<file path="config.mk">
export PLATFORM = sky130hd
export DESIGN_NAME = vac_merge
export DESIGN_NICKNAME = d
export VERILOG_FILES = /design/src/rtl/core/vac_pkg.sv /design/src/rtl/core/vac_merge.sv
export SDC_FILE = /design/constraint.sdc
export NUM_CORES = 1
export LEC_CHECK = 0
export BUFFER_PORTS_ARGS = -buffer_cell sky130_fd_sc_hd__buf_2
export CAP_MARGIN = 10
export CORE_MARGIN = 3
export CORE_UTILIZATION = 55
export DETAILED_ROUTE_END_ITERATION = 8
export MAX_ROUTING_LAYER = met4
export PLACE_DENSITY = 0.8
export SLEW_MARGIN = 20
export SYNTH_ARGS = -nofsm -noshare
export SYNTH_HDL_FRONTEND = slang
export SYNTH_SLANG_ARGS = --single-unit
</file>
<file path="constraint.sdc">
create_clock -name vclk -period 5.41
set_clock_uncertainty 0.1 [all_clocks]
set_input_delay 0.2705 -clock vclk [all_inputs]
set_output_delay 0.2705 -clock vclk [all_outputs]
set_load 0.02 [all_outputs]
</file>
<file path="src/rtl/core/vac_pkg.sv">
package vac_pkg;

    localparam int LANES = 4;

    typedef logic [3:0] fmt_t;

    localparam fmt_t FMT_NONE   = 4'd0;
    localparam fmt_t FMT_F32_1  = 4'd1;
    localparam fmt_t FMT_I16_1  = 4'd2;
    localparam fmt_t FMT_I8_1   = 4'd3;
    localparam fmt_t FMT_F32_2  = 4'd4;
    localparam fmt_t FMT_I16_2  = 4'd5;
    localparam fmt_t FMT_I8_2   = 4'd6;
    localparam fmt_t FMT_F32_3  = 4'd7;
    localparam fmt_t FMT_I16_3  = 4'd8;
    localparam fmt_t FMT_I8_3   = 4'd9;
    localparam fmt_t FMT_F32_4  = 4'd10;
    localparam fmt_t FMT_I16_4  = 4'd11;
    localparam fmt_t FMT_I8_4   = 4'd12;
    localparam fmt_t FMT_PACKED = 4'd13;

    typedef enum logic [1:0] {
        KIND_F32,
        KIND_I16,
        KIND_I8,
        KIND_PACKED
    } kind_t;

    typedef enum logic [2:0] {
        REG_SRC_FMT,
        REG_DST_FMT,
        REG_SB_EN,
        REG_SCALE_XY,
        REG_SCALE_ZW,
        REG_BIAS_XY,
        REG_BIAS_ZW,
        REG_UNUSED
    } cfg_idx_t;

    localparam logic [31:0] QNAN = 32'h7FC0_0000;

    // Per-stage advance enables for the arithmetic lanes.
    typedef struct packed {
        logic mul;
        logic norm;
        logic rnd;
        logic add;
        logic fin;
    } vac_lane_en_t;

    function automatic logic fmt_valid(fmt_t f);
        return f <= FMT_PACKED;
    endfunction

    function automatic kind_t fmt_kind(fmt_t f);
        kind_t k;
        case (f) inside
            FMT_F32_1, FMT_F32_2, FMT_F32_3, FMT_F32_4: k = KIND_F32;
            FMT_I16_1, FMT_I16_2, FMT_I16_3, FMT_I16_4: k = KIND_I16;
            FMT_I8_1, FMT_I8_2, FMT_I8_3, FMT_I8_4:     k = KIND_I8;
            default:                                    k = KIND_PACKED;
        endcase
        return k;
    endfunction

    function automatic logic [2:0] fmt_dim(fmt_t f);
        logic [2:0] d;
        case (f) inside
            FMT_F32_1, FMT_I16_1, FMT_I8_1:             d = 3'd1;
            FMT_F32_2, FMT_I16_2, FMT_I8_2:             d = 3'd2;
            FMT_F32_3, FMT_I16_3, FMT_I8_3:             d = 3'd3;
            FMT_F32_4, FMT_I16_4, FMT_I8_4, FMT_PACKED: d = 3'd4;
            default:                                    d = 3'd0;
        endcase
        return d;
    endfunction

    function automatic logic [4:0] fmt_bytes(fmt_t f);
        logic [4:0] n;
        unique case (f)
            FMT_F32_1:  n = 5'd4;
            FMT_I16_1:  n = 5'd2;
            FMT_I8_1:   n = 5'd1;
            FMT_F32_2:  n = 5'd8;
            FMT_I16_2:  n = 5'd4;
            FMT_I8_2:   n = 5'd2;
            FMT_F32_3:  n = 5'd12;
            FMT_I16_3:  n = 5'd6;
            FMT_I8_3:   n = 5'd3;
            FMT_F32_4:  n = 5'd16;
            FMT_I16_4:  n = 5'd8;
            FMT_I8_4:   n = 5'd4;
            FMT_PACKED: n = 5'd2;
            default:    n = 5'd0;
        endcase
        return n;
    endfunction

endpackage

</file>
<file path="src/rtl/core/vac_merge.sv">
module vac_merge
    import vac_pkg::*;
(
    input  fmt_t        src_fmt,
    input  fmt_t        dst_fmt,
    input  logic        sb_en,
    input  logic [31:0] lane_val [LANES],
    output logic [63:0] dst_low,
    output logic [63:0] dst_high,
    output logic [4:0]  dst_bytes,
    output logic        format_error
);

    // Truncate toward zero and keep the low 16 bits; NaN and infinity give zero.
    function automatic logic [15:0] trunc16(logic [31:0] v);
        logic [7:0]  e;
        logic [23:0] m;
        logic [7:0]  sh;
        logic [39:0] up;
        logic [23:0] dn;
        logic [15:0] mag;
        e = v[30:23];
        m = {1'b1, v[22:0]};
        sh = 8'd0;
        up = '0;
        dn = '0;
        if ((e == 8'hFF) || (e < 8'd127)) begin
            mag = '0;
        end else if (e >= 8'd150) begin
            sh = e - 8'd150;
            up = {16'b0, m} << sh[3:0];
            mag = (sh >= 8'd16) ? 16'd0 : up[15:0];
        end else begin
            sh = 8'd150 - e;
            dn = m >> sh[4:0];
            mag = dn[15:0];
        end
        return v[31] ? (16'd0 - mag) : mag;
    endfunction

    logic [127:0] d;
    logic [127:0] raw;
    logic [15:0]  t [LANES];
    logic         w_nz;
    logic [2:0]   dd;
    logic [4:0]   n;
    logic         bad;

    always_comb begin
        d    = '0;
        raw  = '0;
        n    = fmt_bytes(dst_fmt);
        dd   = fmt_dim(dst_fmt);
        bad  = !fmt_valid(src_fmt) || !fmt_valid(dst_fmt) || (dst_fmt == FMT_NONE);
        w_nz = (lane_val[3][30:23] >= 8'd127) && (lane_val[3][30:23] != 8'hFF);
        for (int i = 0; i < LANES; i++) begin
            t[i] = trunc16(lane_val[i]);
            raw[32*i +: 32] = lane_val[i];
        end
        if (!sb_en && (src_fmt == dst_fmt)) begin
            d = raw;
        end else begin
            case (fmt_kind(dst_fmt))
                KIND_F32: begin
                    for (int i = 0; i < LANES; i++) begin
                        if (3'(i) < dd) d[32*i +: 32] = lane_val[i];
                    end
                end
                KIND_I16: begin
                    for (int i = 0; i < LANES; i++) begin
                        if (3'(i) < dd) d[16*i +: 16] = t[i];
                    end
                end
                KIND_I8: begin
                    for (int i = 0; i < LANES; i++) begin
                        if (3'(i) < dd) d[8*i +: 8] = t[i][7:0];
                    end
                end
                default: begin
                    d[15:0] = {w_nz, t[2][4:0], t[1][4:0], t[0][4:0]};
                end
            endcase
        end
        // Bytes beyond the destination size are cleared.
        for (int j = 0; j < 16; j++) begin
            if (5'(j) >= n) d[8*j +: 8] = 8'h00;
        end
        if (bad) begin
            d = '0;
        end
    end

    assign dst_low      = d[63:0];
    assign dst_high     = d[127:64];
    assign dst_bytes    = bad ? 5'd0 : n;
    assign format_error = bad;

endmodule

</file>
==> impl_metrics.py <==
metrics = {
    "timing": {
        "slew_viol_final": 0,
        "period_needed_ns": 5.14,
        "smallest_setup_slack_after_layout_ns": 0.270,
        "tightest_slew_ns": 1.08,
        "fmaxAchievable_mhz": 195,
        "hold_viol": 0,
        "worst_slew_margin_rel": 0.273,
        "final_min_period_over_clock_period": 0.950,
        "grt_setup_unrepaired": "no",
        "setup_violations": 0,
        "fin_setup_tns_ns": 0,
    },
    "final_layout": {
        "design.final.nets": 2174,
        "flops_and_latches": 0,
        "area_growth_pct": 12.0,
        "final_core_utilization": 0.631,
        "register_area_um2": 0,
        "clockBufferCount": 0,
        "fillCellCount": 2168,
        "layout_cells_sized_above_1": 0.270,
    },
    "route": {
        "dr.pass1.iters": 6,
        "routed-via-count": 16817,
        "final_antenna_net_count": 0,
        "initialDrtViolationCount": 2371,
        "highest_layer": "met4",
        "detail_route.vias_per_cell": 7.20,
        "finalWirelength_um": 56600,
        "wl_met3_um": 7550,
        "routedWlPerCell_um": 24.2,
        "route.met2.wl_um": 24500,
        "wirelength_met1_um": 21900,
        "drc": 0,
    },
    "global_routing": {
        "grt_antenna_before_repair": 3,
        "grt_remaining_overflow": 0,
        "first_global_vias": 15288,
        "grt_pass1_wl_um": 87000,
        "maximum_number_of_pins_on_one_net_before_global_route_repair": 51,
        "grt_overall_usage": 0.421,
    },
    "run": {
        "cap_violations": 0,
    },
    "placed_design": {
        "detailedPlacementHpwl_um": 45100,
        "gpl.final_weighted_congestion": 1.10,
        "port_buffers": 271,
        "dpl_worst_slack_ns": 0.396,
    },
    "floorplan": {
        "top_level_ports": 271,
        "core_area_mm2": 0.0236,
        "floorplan.die_area_mm2": 0.0261,
        "chip_width_um": 162,
        "die-height_um": 162,
        "initial_utilization": 0.563,
        "rows": 56,
    },
    "logic_synthesis": {
        "netlist_area_mm2": 0.0133,
        "ys.warnings.count": 0,
        "synth_cell_types": 106,
        "synth_largest_area_cell": "mux4_2",
        "synth_top_area_frac": 0.157,
        "synth.area.top_cells": "mux4_2 16%, mux2i_1 9.9%, nand2_1 5.7%, mux2_2 5.6%, a21oi_1 4.3%",
        "synth_commonest_cells": "201 x nand2_1, 140 x nor2_1, 131 x mux2i_1",
        "cell_count_after_synthesis": 1822,
        "seq_area_frac_synth": 0,
        "mappedNetlistNets": 1981,
        "most_repeated_cell_in_the_gate_level_netlist_after_synthesis": "nand2_1",
        "syn_area_per_cell_um2": 7.30,
    },
    "critical_path": {
        "critical-path-slowest-cell": "xnor2_1",
        "path_max_fanout": 32,
        "critical_path.cell_chain": "buf_2 > buf_4 > ha_1 > a21oi_1 > xnor2_1 > mux2i_1 > nand3_1 > a31oi_1 > a21oi_1 > ha_1 > nor3b_1 > buf_4 > a31oi_1 > xnor2_1 > o22ai_1 > a22o_1 > buf_2",
        "worstSetupPathType": "primary input to output port",
        "type_of_element_launching_the_critical_path": "primary input",
        "slowest_delay_ns": 0.72,
        "critical_path.endpoint_type": "output port",
        "cp.arrival_ns": 4.77,
        "worst-endpoint-required_ns": 5.04,
    },
    "status": {
        "status": "complete, no violations",
    },
    "clocking": {
        "cts_hold_repair.buffers": 0,
        "post_cts_repair_timing_setup_buffer_count": 0,
    },
    "min_path": {
        "hp-class": "primary input to output port",
    },
}
## worst max-delay path, delay by kind of cell
kind / cells / cell delay, ns
adders and majority gates: 2 / 0.62
and+or+nand+nor: 2 / 0.24
muxes: 1 / 0.30
xor gates and xnor gates: 2 / 0.90
buffers and inverters: 4 / 0.76
AOI/OAI and AO/OA: 6 / 1.69
## metal layers
layer / vias to the layer above / GRT usage
met5: - / -
met4: 0 / 0.150
met3: 184 / 0.0757
met2: 1332 / 0.634
met1: 7848 / 0.569
li1: 7453 / -
## timing repair
item | 4_1_cts | 5_1_grt
setup endpoints to repair | 0 | 3
gates resized for setup | 0 | 1
hold endpoints to repair | 0 | 0
## logic make-up after synthesis
kind of cell    after synthesis  share of synthesized area
fa+ha+maj                    22                     0.0207
buf+inv                     179                     0.0603
xor+xnor                     71                     0.0479
compound gates              574                      0.297
mux                         293                      0.316
simple gates                683                      0.258
## final timing paths
path	start	depth (start not counted)	end
hold / removal	lane_val[53]	3	dst_high[21]
setup / recovery	lane_val[88]	17	dst_low[24]
## metrics by stage
stage | instance area, um2 | hold WS [ns] | cells
after floorplan | 13300 | 0.591 | 1822
after CTS | 14900 | 0.816 | 2332
after global routing | 14900 | 0.844 | 2335
after global placement | 14900 | 0.807 | 2332
final | 14900 | 0.820 | 2337
after detailed placement | 14900 | 0.816 | 2332
## area by class of cell
type                       instances  area, um2  share of cell area
inverter                          37        139             0.00932
timing repair buffer             333       1830               0.123
antenna                            5       12.5            0.000840
tap                              319        399              0.0268
multi-input combinational       1643      12500               0.840
## cell usage in the layout (no fill, tap or decap), types with 9 or more instances in the layout
| cell type | n |
|---|---|
| nor2_1 | 140 |
| a32oi_1 | 13 |
| a2111oi_0 | 9 |
| a31oi_1 | 40 |
| nor4_1 | 14 |
| nand3_1 | 65 |
| a211oi_1 | 29 |
| or3_1 | 12 |
| o22ai_1 | 28 |
| and3_1 | 14 |
| mux2i_1 | 131 |
| a21o_1 | 16 |
| inv_1 | 32 |
| mux2_2 | 66 |
| o21ai_1 | 12 |
| ha_1 | 22 |
| xnor2_1 | 40 |
| xor2_1 | 28 |
| o31ai_1 | 16 |
| nand4_1 | 12 |
| o21ai_0 | 110 |
| nand2_1 | 201 |
| a22oi_1 | 22 |
| o21a_1 | 21 |
| nor3_1 | 48 |
| nand2b_1 | 25 |
| nand3b_1 | 10 |
| buf_4 | 61 |
| a21oi_1 | 113 |
| nor2b_1 | 15 |
| and2_1 | 78 |
| o211ai_1 | 21 |
| buf_2 | 271 |
| mux4_2 | 93 |
