[src/rtl/core/vac_pkg.sv]
package vac_pkg;

    localparam int LANES = 4;

    typedef logic [3:0] fmt_t;

    localparam fmt_t FMT_NONE   = 4'd0;
    localparam fmt_t FMT_F32_1  = 4'd1;
    localparam fmt_t FMT_I16_1  = 4'd2;
    localparam fmt_t FMT_I8_1   = 4'd3;
    localparam fmt_t FMT_F32_2  = 4'd4;
    localparam fmt_t FMT_I16_2  = 4'd5;
    localparam fmt_t FMT_I8_2   = 4'd6;
    localparam fmt_t FMT_F32_3  = 4'd7;
    localparam fmt_t FMT_I16_3  = 4'd8;
    localparam fmt_t FMT_I8_3   = 4'd9;
    localparam fmt_t FMT_F32_4  = 4'd10;
    localparam fmt_t FMT_I16_4  = 4'd11;
    localparam fmt_t FMT_I8_4   = 4'd12;
    localparam fmt_t FMT_PACKED = 4'd13;

    typedef enum logic [1:0] {
        KIND_F32,
        KIND_I16,
        KIND_I8,
        KIND_PACKED
    } kind_t;

    typedef enum logic [2:0] {
        REG_SRC_FMT,
        REG_DST_FMT,
        REG_SB_EN,
        REG_SCALE_XY,
        REG_SCALE_ZW,
        REG_BIAS_XY,
        REG_BIAS_ZW,
        REG_UNUSED
    } cfg_idx_t;

    localparam logic [31:0] QNAN = 32'h7FC0_0000;

    // Per-stage advance enables for the arithmetic lanes.
    typedef struct packed {
        logic mul;
        logic norm;
        logic rnd;
        logic add;
        logic fin;
    } vac_lane_en_t;

    function automatic logic fmt_valid(fmt_t f);
        return f <= FMT_PACKED;
    endfunction

    function automatic kind_t fmt_kind(fmt_t f);
        kind_t k;
        case (f) inside
            FMT_F32_1, FMT_F32_2, FMT_F32_3, FMT_F32_4: k = KIND_F32;
            FMT_I16_1, FMT_I16_2, FMT_I16_3, FMT_I16_4: k = KIND_I16;
            FMT_I8_1, FMT_I8_2, FMT_I8_3, FMT_I8_4:     k = KIND_I8;
            default:                                    k = KIND_PACKED;
        endcase
        return k;
    endfunction

    function automatic logic [2:0] fmt_dim(fmt_t f);
        logic [2:0] d;
        case (f) inside
            FMT_F32_1, FMT_I16_1, FMT_I8_1:             d = 3'd1;
            FMT_F32_2, FMT_I16_2, FMT_I8_2:             d = 3'd2;
            FMT_F32_3, FMT_I16_3, FMT_I8_3:             d = 3'd3;
            FMT_F32_4, FMT_I16_4, FMT_I8_4, FMT_PACKED: d = 3'd4;
            default:                                    d = 3'd0;
        endcase
        return d;
    endfunction

    function automatic logic [4:0] fmt_bytes(fmt_t f);
        logic [4:0] n;
        unique case (f)
            FMT_F32_1:  n = 5'd4;
            FMT_I16_1:  n = 5'd2;
            FMT_I8_1:   n = 5'd1;
            FMT_F32_2:  n = 5'd8;
            FMT_I16_2:  n = 5'd4;
            FMT_I8_2:   n = 5'd2;
            FMT_F32_3:  n = 5'd12;
            FMT_I16_3:  n = 5'd6;
            FMT_I8_3:   n = 5'd3;
            FMT_F32_4:  n = 5'd16;
            FMT_I16_4:  n = 5'd8;
            FMT_I8_4:   n = 5'd4;
            FMT_PACKED: n = 5'd2;
            default:    n = 5'd0;
        endcase
        return n;
    endfunction

endpackage

[src/rtl/core/vac_fmul.sv]
module vac_fmul
    import vac_pkg::*;
(
    input  logic         aclk,
    input  vac_lane_en_t en,
    input  logic [31:0]  a,
    input  logic [31:0]  b,
    output logic [31:0]  p
);

    function automatic logic [5:0] lzc48(logic [47:0] x);
        logic [5:0] n;
        n = 6'd48;
        for (int i = 0; i < 48; i++) begin
            if (x[i]) n = 6'(47 - i);
        end
        return n;
    endfunction

    // Stage 1: significand product.
    logic        a_nan, a_inf, a_zero, b_nan, b_inf, b_zero;
    logic [23:0] ma, mb;
    logic [7:0]  ea, eb;

    logic               s1_sign_reg, s1_nan_reg, s1_inf_reg, s1_zero_reg;
    logic signed [9:0]  s1_exp_reg;
    logic [47:0]        s1_prod_reg;

    always_comb begin
        a_nan  = (a[30:23] == 8'hFF) && (a[22:0] != '0);
        a_inf  = (a[30:23] == 8'hFF) && (a[22:0] == '0);
        a_zero = (a[30:0] == '0);
        b_nan  = (b[30:23] == 8'hFF) && (b[22:0] != '0);
        b_inf  = (b[30:23] == 8'hFF) && (b[22:0] == '0);
        b_zero = (b[30:0] == '0);
        ma = {a[30:23] != '0, a[22:0]};
        mb = {b[30:23] != '0, b[22:0]};
        ea = (a[30:23] == '0) ? 8'd1 : a[30:23];
        eb = (b[30:23] == '0) ? 8'd1 : b[30:23];
    end

    always_ff @(posedge aclk) begin
        if (en.mul) begin
            s1_sign_reg <= a[31] ^ b[31];
            s1_nan_reg  <= a_nan | b_nan | (a_inf & b_zero) | (a_zero & b_inf);
            s1_inf_reg  <= a_inf | b_inf;
            s1_zero_reg <= a_zero | b_zero;
            s1_exp_reg  <= signed'({2'b00, ea}) + signed'({2'b00, eb}) - 10'sd127;
            s1_prod_reg <= ma * mb;
        end
    end

    // Stage 2: bring the leading one to the top bit.
    logic [5:0] lz;

    logic               s2_sign_reg, s2_nan_reg, s2_inf_reg, s2_zero_reg;
    logic signed [9:0]  s2_exp_reg;
    logic [47:0]        s2_prod_reg;

    assign lz = lzc48(s1_prod_reg);

    always_ff @(posedge aclk) begin
        if (en.norm) begin
            s2_sign_reg <= s1_sign_reg;
            s2_nan_reg  <= s1_nan_reg;
            s2_inf_reg  <= s1_inf_reg;
            s2_zero_reg <= s1_zero_reg;
            s2_exp_reg  <= s1_exp_reg + 10'sd1 - signed'({4'b0000, lz});
            s2_prod_reg <= s1_prod_reg << lz;
        end
    end

    // Stage 3: denormalize when below the normal range, then round to nearest even.
    logic signed [9:0] dshift;
    logic [4:0]        sh;
    logic [79:0]       wide;
    logic [47:0]       m48;
    logic              stk0, g, st, inc, tiny;
    logic [23:0]       mant;
    logic [7:0]        ebase;
    logic [30:0]       mag;
    logic [31:0]       p_next;
    logic [31:0]       p_reg;

    always_comb begin
        tiny   = s2_exp_reg < 10'sd1;
        dshift = 10'sd1 - s2_exp_reg;
        sh     = (dshift > 10'sd31) ? 5'd31 : dshift[4:0];
        wide   = {s2_prod_reg, 32'b0} >> sh;
        m48    = tiny ? wide[79:32] : s2_prod_reg;
        stk0   = tiny & (|wide[31:0]);
        mant   = m48[47:24];
        g      = m48[23];
        st     = (|m48[22:0]) | stk0;
        inc    = g & (st | mant[0]);
        ebase  = tiny ? 8'd0 : s2_exp_reg[7:0];
        mag    = {ebase, mant[22:0]} + {30'b0, inc};
        if (s2_nan_reg) begin
            p_next = QNAN;
        end else if (s2_inf_reg || (s2_exp_reg > 10'sd254)) begin
            p_next = {s2_sign_reg, 8'hFF, 23'b0};
        end else if (s2_zero_reg) begin
            p_next = {s2_sign_reg, 31'b0};
        end else begin
            p_next = {s2_sign_reg, mag};
        end
    end

    always_ff @(posedge aclk) begin
        if (en.rnd) begin
            p_reg <= p_next;
        end
    end

    assign p = p_reg;

endmodule

[src/rtl/core/vac_fadd.sv]
module vac_fadd
    import vac_pkg::*;
(
    input  logic         aclk,
    input  vac_lane_en_t en,
    input  logic [31:0]  x,
    input  logic [31:0]  y,
    output logic [31:0]  s
);

    function automatic logic [4:0] lzc28(logic [27:0] v);
        logic [4:0] n;
        n = 5'd28;
        for (int i = 0; i < 28; i++) begin
            if (v[i]) n = 5'(27 - i);
        end
        return n;
    endfunction

    // Stage 1: order by magnitude, align the smaller operand, add or subtract.
    logic        x_nan, x_inf, y_nan, y_inf, swap, sub;
    logic [31:0] op_a, op_b;
    logic [7:0]  ea, eb, ediff;
    logic [4:0]  dcl;
    logic [26:0] ma, mb;
    logic [58:0] bw;
    logic [26:0] bal;

    logic        s1_sign_reg, s1_nan_reg, s1_inf_reg, s1_inf_sign_reg, s1_zsign_reg;
    logic [7:0]  s1_exp_reg;
    logic [27:0] s1_sum_reg;

    always_comb begin
        x_nan = (x[30:23] == 8'hFF) && (x[22:0] != '0);
        x_inf = (x[30:23] == 8'hFF) && (x[22:0] == '0);
        y_nan = (y[30:23] == 8'hFF) && (y[22:0] != '0);
        y_inf = (y[30:23] == 8'hFF) && (y[22:0] == '0);
        swap  = y[30:0] > x[30:0];
        op_a  = swap ? y : x;
        op_b  = swap ? x : y;
        ea    = (op_a[30:23] == '0) ? 8'd1 : op_a[30:23];
        eb    = (op_b[30:23] == '0) ? 8'd1 : op_b[30:23];
        ediff = ea - eb;
        dcl   = (ediff > 8'd31) ? 5'd31 : ediff[4:0];
        ma    = {op_a[30:23] != '0, op_a[22:0], 3'b000};
        mb    = {op_b[30:23] != '0, op_b[22:0], 3'b000};
        bw    = {mb, 32'b0} >> dcl;
        bal   = bw[58:32] | {26'b0, |bw[31:0]};
        sub   = op_a[31] ^ op_b[31];
    end

    always_ff @(posedge aclk) begin
        if (en.add) begin
            s1_sign_reg     <= op_a[31];
            s1_nan_reg      <= x_nan | y_nan | (x_inf & y_inf & (x[31] ^ y[31]));
            s1_inf_reg      <= x_inf | y_inf;
            s1_inf_sign_reg <= x_inf ? x[31] : y[31];
            s1_zsign_reg    <= x[31] & y[31];
            s1_exp_reg      <= ea;
            s1_sum_reg      <= sub ? ({1'b0, ma} - {1'b0, bal}) : ({1'b0, ma} + {1'b0, bal});
        end
    end

    // Stage 2: normalize (never below the minimum exponent) and round to nearest even.
    logic [4:0]  lz, lzm1, sl;
    logic [7:0]  em1;
    logic [27:0] sn;
    logic [8:0]  e9, ebase;
    logic [23:0] mant;
    logic        g, st, inc;
    logic [30:0] mag;
    logic [31:0] s_next;
    logic [31:0] s_reg;

    always_comb begin
        lz   = lzc28(s1_sum_reg);
        lzm1 = lz - 5'd1;
        em1  = s1_exp_reg - 8'd1;
        sl   = ({3'b000, lzm1} < em1) ? lzm1 : em1[4:0];
        sn   = s1_sum_reg << sl;
        if (s1_sum_reg[27]) begin
            mant  = s1_sum_reg[27:4];
            g     = s1_sum_reg[3];
            st    = |s1_sum_reg[2:0];
            e9    = {1'b0, s1_exp_reg} + 9'd1;
            ebase = e9;
        end else begin
            mant  = sn[26:3];
            g     = sn[2];
            st    = |sn[1:0];
            e9    = {1'b0, s1_exp_reg} - {4'b0000, sl};
            ebase = sn[26] ? e9 : 9'd0;
        end
        inc = g & (st | mant[0]);
        mag = {ebase[7:0], mant[22:0]} + {30'b0, inc};
        if (s1_nan_reg) begin
            s_next = QNAN;
        end else if (s1_inf_reg) begin
            s_next = {s1_inf_sign_reg, 8'hFF, 23'b0};
        end else if (s1_sum_reg == '0) begin
            s_next = {s1_zsign_reg, 31'b0};
        end else if (ebase > 9'd254) begin
            s_next = {s1_sign_reg, 8'hFF, 23'b0};
        end else begin
            s_next = {s1_sign_reg, mag};
        end
    end

    always_ff @(posedge aclk) begin
        if (en.fin) begin
            s_reg <= s_next;
        end
    end

    assign s = s_reg;

endmodule

[src/rtl/core/vac_lane.sv]
module vac_lane
    import vac_pkg::*;
(
    input  logic         aclk,
    input  vac_lane_en_t en,
    input  logic         sb_en,
    input  logic [31:0]  comp,
    input  logic [31:0]  scale,
    input  logic [31:0]  bias,
    output logic [31:0]  result
);

    logic [31:0] prod;
    logic [31:0] sum;
    logic [31:0] raw2_reg, raw3_reg, raw4_reg, raw5_reg, raw6_reg;

    vac_fmul u_fmul (
        .aclk (aclk),
        .en   (en),
        .a    (comp),
        .b    (scale),
        .p    (prod)
    );

    vac_fadd u_fadd (
        .aclk (aclk),
        .en   (en),
        .x    (prod),
        .y    (bias),
        .s    (sum)
    );

    // The unscaled component travels beside the arithmetic so its bits stay exact.
    always_ff @(posedge aclk) begin
        if (en.mul)  raw2_reg <= comp;
        if (en.norm) raw3_reg <= raw2_reg;
        if (en.rnd)  raw4_reg <= raw3_reg;
        if (en.add)  raw5_reg <= raw4_reg;
        if (en.fin)  raw6_reg <= raw5_reg;
    end

    assign result = sb_en ? sum : raw6_reg;

endmodule

[config.mk]
export PLATFORM = sky130hd
export DESIGN_NAME = vac_lane
export DESIGN_NICKNAME = d
export VERILOG_FILES = /design/src/rtl/core/vac_pkg.sv /design/src/rtl/core/vac_fmul.sv /design/src/rtl/core/vac_fadd.sv /design/src/rtl/core/vac_lane.sv
export SDC_FILE = /design/constraint.sdc
export NUM_CORES = 2
export LEC_CHECK = 0
export BUFFER_PORTS_ARGS = -buffer_cell sky130_fd_sc_hd__clkbuf_2
export CELL_PAD_IN_SITES_DETAIL_PLACEMENT = 1
export CELL_PAD_IN_SITES_GLOBAL_PLACEMENT = 1
export CORE_MARGIN = 8
export CORE_UTILIZATION = 26
export CTS_CLUSTER_DIAMETER = 150
export DETAILED_ROUTE_END_ITERATION = 6
export HOLD_SLACK_MARGIN = 0.05
export PLACE_DENSITY_LB_ADDON = 0.1
export REMOVE_ABC_BUFFERS = 1
export SLEW_MARGIN = 20
export SYNTH_ARGS = -nofsm -noshare
export SYNTH_HDL_FRONTEND = slang
export SYNTH_SLANG_ARGS = --single-unit
[constraint.sdc]
create_clock -name aclk -period 10.8 [get_ports aclk]
set_clock_uncertainty 0.15 [all_clocks]
set_input_delay 1.62 -clock aclk [delete_from_list [all_inputs] [get_ports aclk]]
set_output_delay 1.62 -clock aclk [all_outputs]
set_load 0.02 [all_outputs]
==> impl_metrics.json <==
{
  "ant_nets": 0,
  "wl_per_cell_um": 24.46,
  "crit_fanout": 8,
  "drive_gt1_share_pct": 15.42,
  "seqCellArea_um2": 11680,
  "maxCapViolations": 0,
  "initial_core_util_pct": 26.11,
  "rrSetupSlack_ps": 810,
  "grt_max_degree": 65,
  "cp.arrival_ps": 10600,
  "clock_path_buffers": 3,
  "async_flop_share_pct": 0,
  "ctsRootBufferMaster": "clkbuf_16",
  "final_hold_viol_count": 0,
  "die_area_um2": 207300,
  "tritoncts": "built",
  "place.gp.congestion": 0.8817,
  "postSynthCellCount": 5663,
  "status": "complete, no violations",
  "maxSlewViolCount": 0,
  "setup_viol_count_final": 0,
  "max_stage_delay_ps": 370,
  "antenna_found_initial": 4,
  "final_common_cell": "nand2_1",
  "io_pins": 135,
  "yosysWarnings": 0,
  "area_growth_pct": 16.32,
  "htree_levels": 2,
  "synth_edf_count": 389,
  "ys.flop_type": "edfxtp_1",
  "viasPerCell": 5.091,
  "core_um2": 192200,
  "grt_pass1_wl_um": 311000,
  "numPortBuffers": 134,
  "drt_pre_antenna_iters": 7,
  "synth-seq-cells": 389,
  "worstSetupEndpointType": "flip-flop",
  "timing.rr.end": "u_fadd.s1_sum_reg[25]",
  "min_from": "raw4_reg[30]",
  "critPathBufInv": 11,
  "holdPathStages": 0,
  "required_ps": 11030,
  "critical_path_class": "input pin to flip-flop",
  "final_util_pct": 30.37,
  "synth_cell_types": 118,
  "dp_hpwl_um": 168300,
  "drc_errors": 0,
  "multi_input_area_um2": 34870,
  "die_h_um": 455.3,
  "holdPathEnd": "raw5_reg[30]",
  "crit_family": "compound AO/OA/AOI/OAI gates",
  "overflow": 0,
  "nets": 6885,
  "drt_iter0_drc": 2328,
  "clk_pin_slew_ps": 60,
  "min_period_ps": 10370,
  "ff2ff_path_depth": 53,
  "ys_seq_area_share_pct": 23.28,
  "syn_area_um2": 50170,
  "mostFrequentLayoutCells": "nand2_1 (810), inv_1 (640), buf_4 (500), fa_1 (486), edfxtp_1 (389)",
  "row_count": 161,
  "fmax_mhz": 96.43,
  "grt_pass1_vias": 46810,
  "clk_latency_ps": 650,
  "fill_cells": 22430,
  "syn_area_per_cell_um2": 8.859,
  "cp_slowest_cell": "a22oi_1",
  "vias": 43580,
  "tightest_slew_ps": 1038,
  "r2r_start": "u_fmul.p[18]",
  "relSlewSlack_pct": 30.05,
  "fp.dieW_um": 455.3,
  "finalCritPeriodShare_pct": 96.02,
  "cts.sinks": 389,
  "wirelength_um": 209400,
  "critPathLaunchType": "input pin",
  "cts-buffers-inserted": 48,
  "track_usage_pct": 19.71,
  "hold_buffers": 0,
  "hold_class": "flip-flop to flip-flop"
}
worst max path at each step:
stage              from               endpoint  slack [ps]  cells past startpoint
2_1_floorplan  bias[26]  u_fadd.s1_sum_reg[26]       -3840                     31
3_3_place_gp   bias[26]  u_fadd.s1_sum_reg[25]        -770                     50
3_5_place_dp   bias[26]  u_fadd.s1_sum_reg[25]        -810                     44
4_1_cts        bias[26]  u_fadd.s1_sum_reg[26]          30                     47
5_1_grt        bias[26]  u_fadd.s1_sum_reg[25]         -80                     54
6_report       bias[26]  u_fadd.s1_sum_reg[25]         430                     51
per-layer routing:
layer	share of wire, %	global-route usage, %
met1	44	25.22
met2	50	35.63
met3	2.6	1.387
met4	3.1	5.748
met5	0	0
layout make-up:
type                       instances  share of cell area [%]
antenna                            2                0.008576
clock buffer                      55                   2.140
multi-input combinational       4263                   59.75
sequential                       389                   20.02
tap                             2526                   5.416
timing repair buffer             640                   7.845
inverter                         651                   4.192
clock inverter                    35                  0.6368
through the flow:
| stage | cell area (um2) | std cells | hold slack, ps | setup TNS (ps) | setup WS (ps) |
|---|---|---|---|---|---|
| floorplan | 48690 | 5302 | 250.3 | -73890 | -3843 |
| global placement | 56370 | 8456 | 250.9 | -3542 | -774.9 |
| detailed placement | 56370 | 8456 | 255.6 | -4260 | -813.4 |
| CTS | 58010 | 8546 | 248.3 | 0 | 25.33 |
| global route | 58350 | 8560 | 264.4 | -84.58 | -84.58 |
| finish | 58360 | 8561 | 248.8 | 0 | 430.0 |
timing repair:
| item | in CTS | in global routing |
|---|---|---|
| setup endpoints to repair | 2 | 10 |
| setup buffers | 0 | 12 |
| cloned | 0 | 1 |
| pin swaps | 0 | 24 |
| resized for setup | 6 | 66 |
cells in the mapped netlist, types with 20 or more instances:
cell / count / area, um2
buf_2: 37 / 185.2
xor2_1: 64 / 560.5
o21ai_1: 20 / 100.1
a21o_1: 50 / 375.4
fa_1: 487 / 9749
o31ai_1: 32 / 240.2
o211ai_1: 61 / 457.9
o21ai_0: 222 / 1111
o22ai_1: 36 / 225.2
clkbuf_1: 279 / 1047
nand2_1: 812 / 3048
nand2b_1: 27 / 168.9
buf_1: 32 / 120.1
mux2i_1: 193 / 1932
a22oi_1: 44 / 330.3
o21bai_1: 34 / 255.2
a31oi_1: 36 / 225.2
nor4_1: 81 / 506.7
edfxtp_1: 389 / 11680
and2_1: 227 / 1420
a21oi_1: 253 / 1266
a221oi_1: 22 / 192.7
xnor2_1: 99 / 867.1
ha_1: 302 / 3779
inv_1: 642 / 2410
nor3_1: 129 / 645.6
nand3_1: 106 / 530.5
nand4_1: 40 / 250.2
nor2_1: 351 / 1318
mux2_2: 63 / 709.4
a211oi_1: 59 / 442.9
nor2b_1: 28 / 175.2
and3_1: 30 / 187.7
worst register-to-register path, delay by kind of cell (launching register included):
family	cells	cell delay, ps
AO/OA/AOI/OAI	26	4560
buffers and inverters	12	1660
adder cells (fa/ha/maj)	5	1510
AND/OR/NAND/NOR	9	1210
flip-flops	1	530
XOR/XNOR	1	120
cell families (layout without fill, tap and decap cells):
| group | count (synthesis) | after routing | synth area share, % |
|---|---|---|---|
| multiplexers | 277 | 277 | 6.155 |
| other | 0 | 2 | 0 |
| adder cells (fa/ha/maj) | 789 | 789 | 26.96 |
| XOR/XNOR | 163 | 163 | 2.846 |
| flip-flops | 389 | 389 | 23.28 |
| AND/OR/NAND/NOR | 1932 | 1932 | 18.20 |
| buffers and inverters | 1012 | 1381 | 7.821 |
| AO/OA/AOI/OAI | 1101 | 1102 | 14.73 |
Power is not shown: default switching activity piles up to over one toggle a cycle in this logic, so the estimate is an artifact.
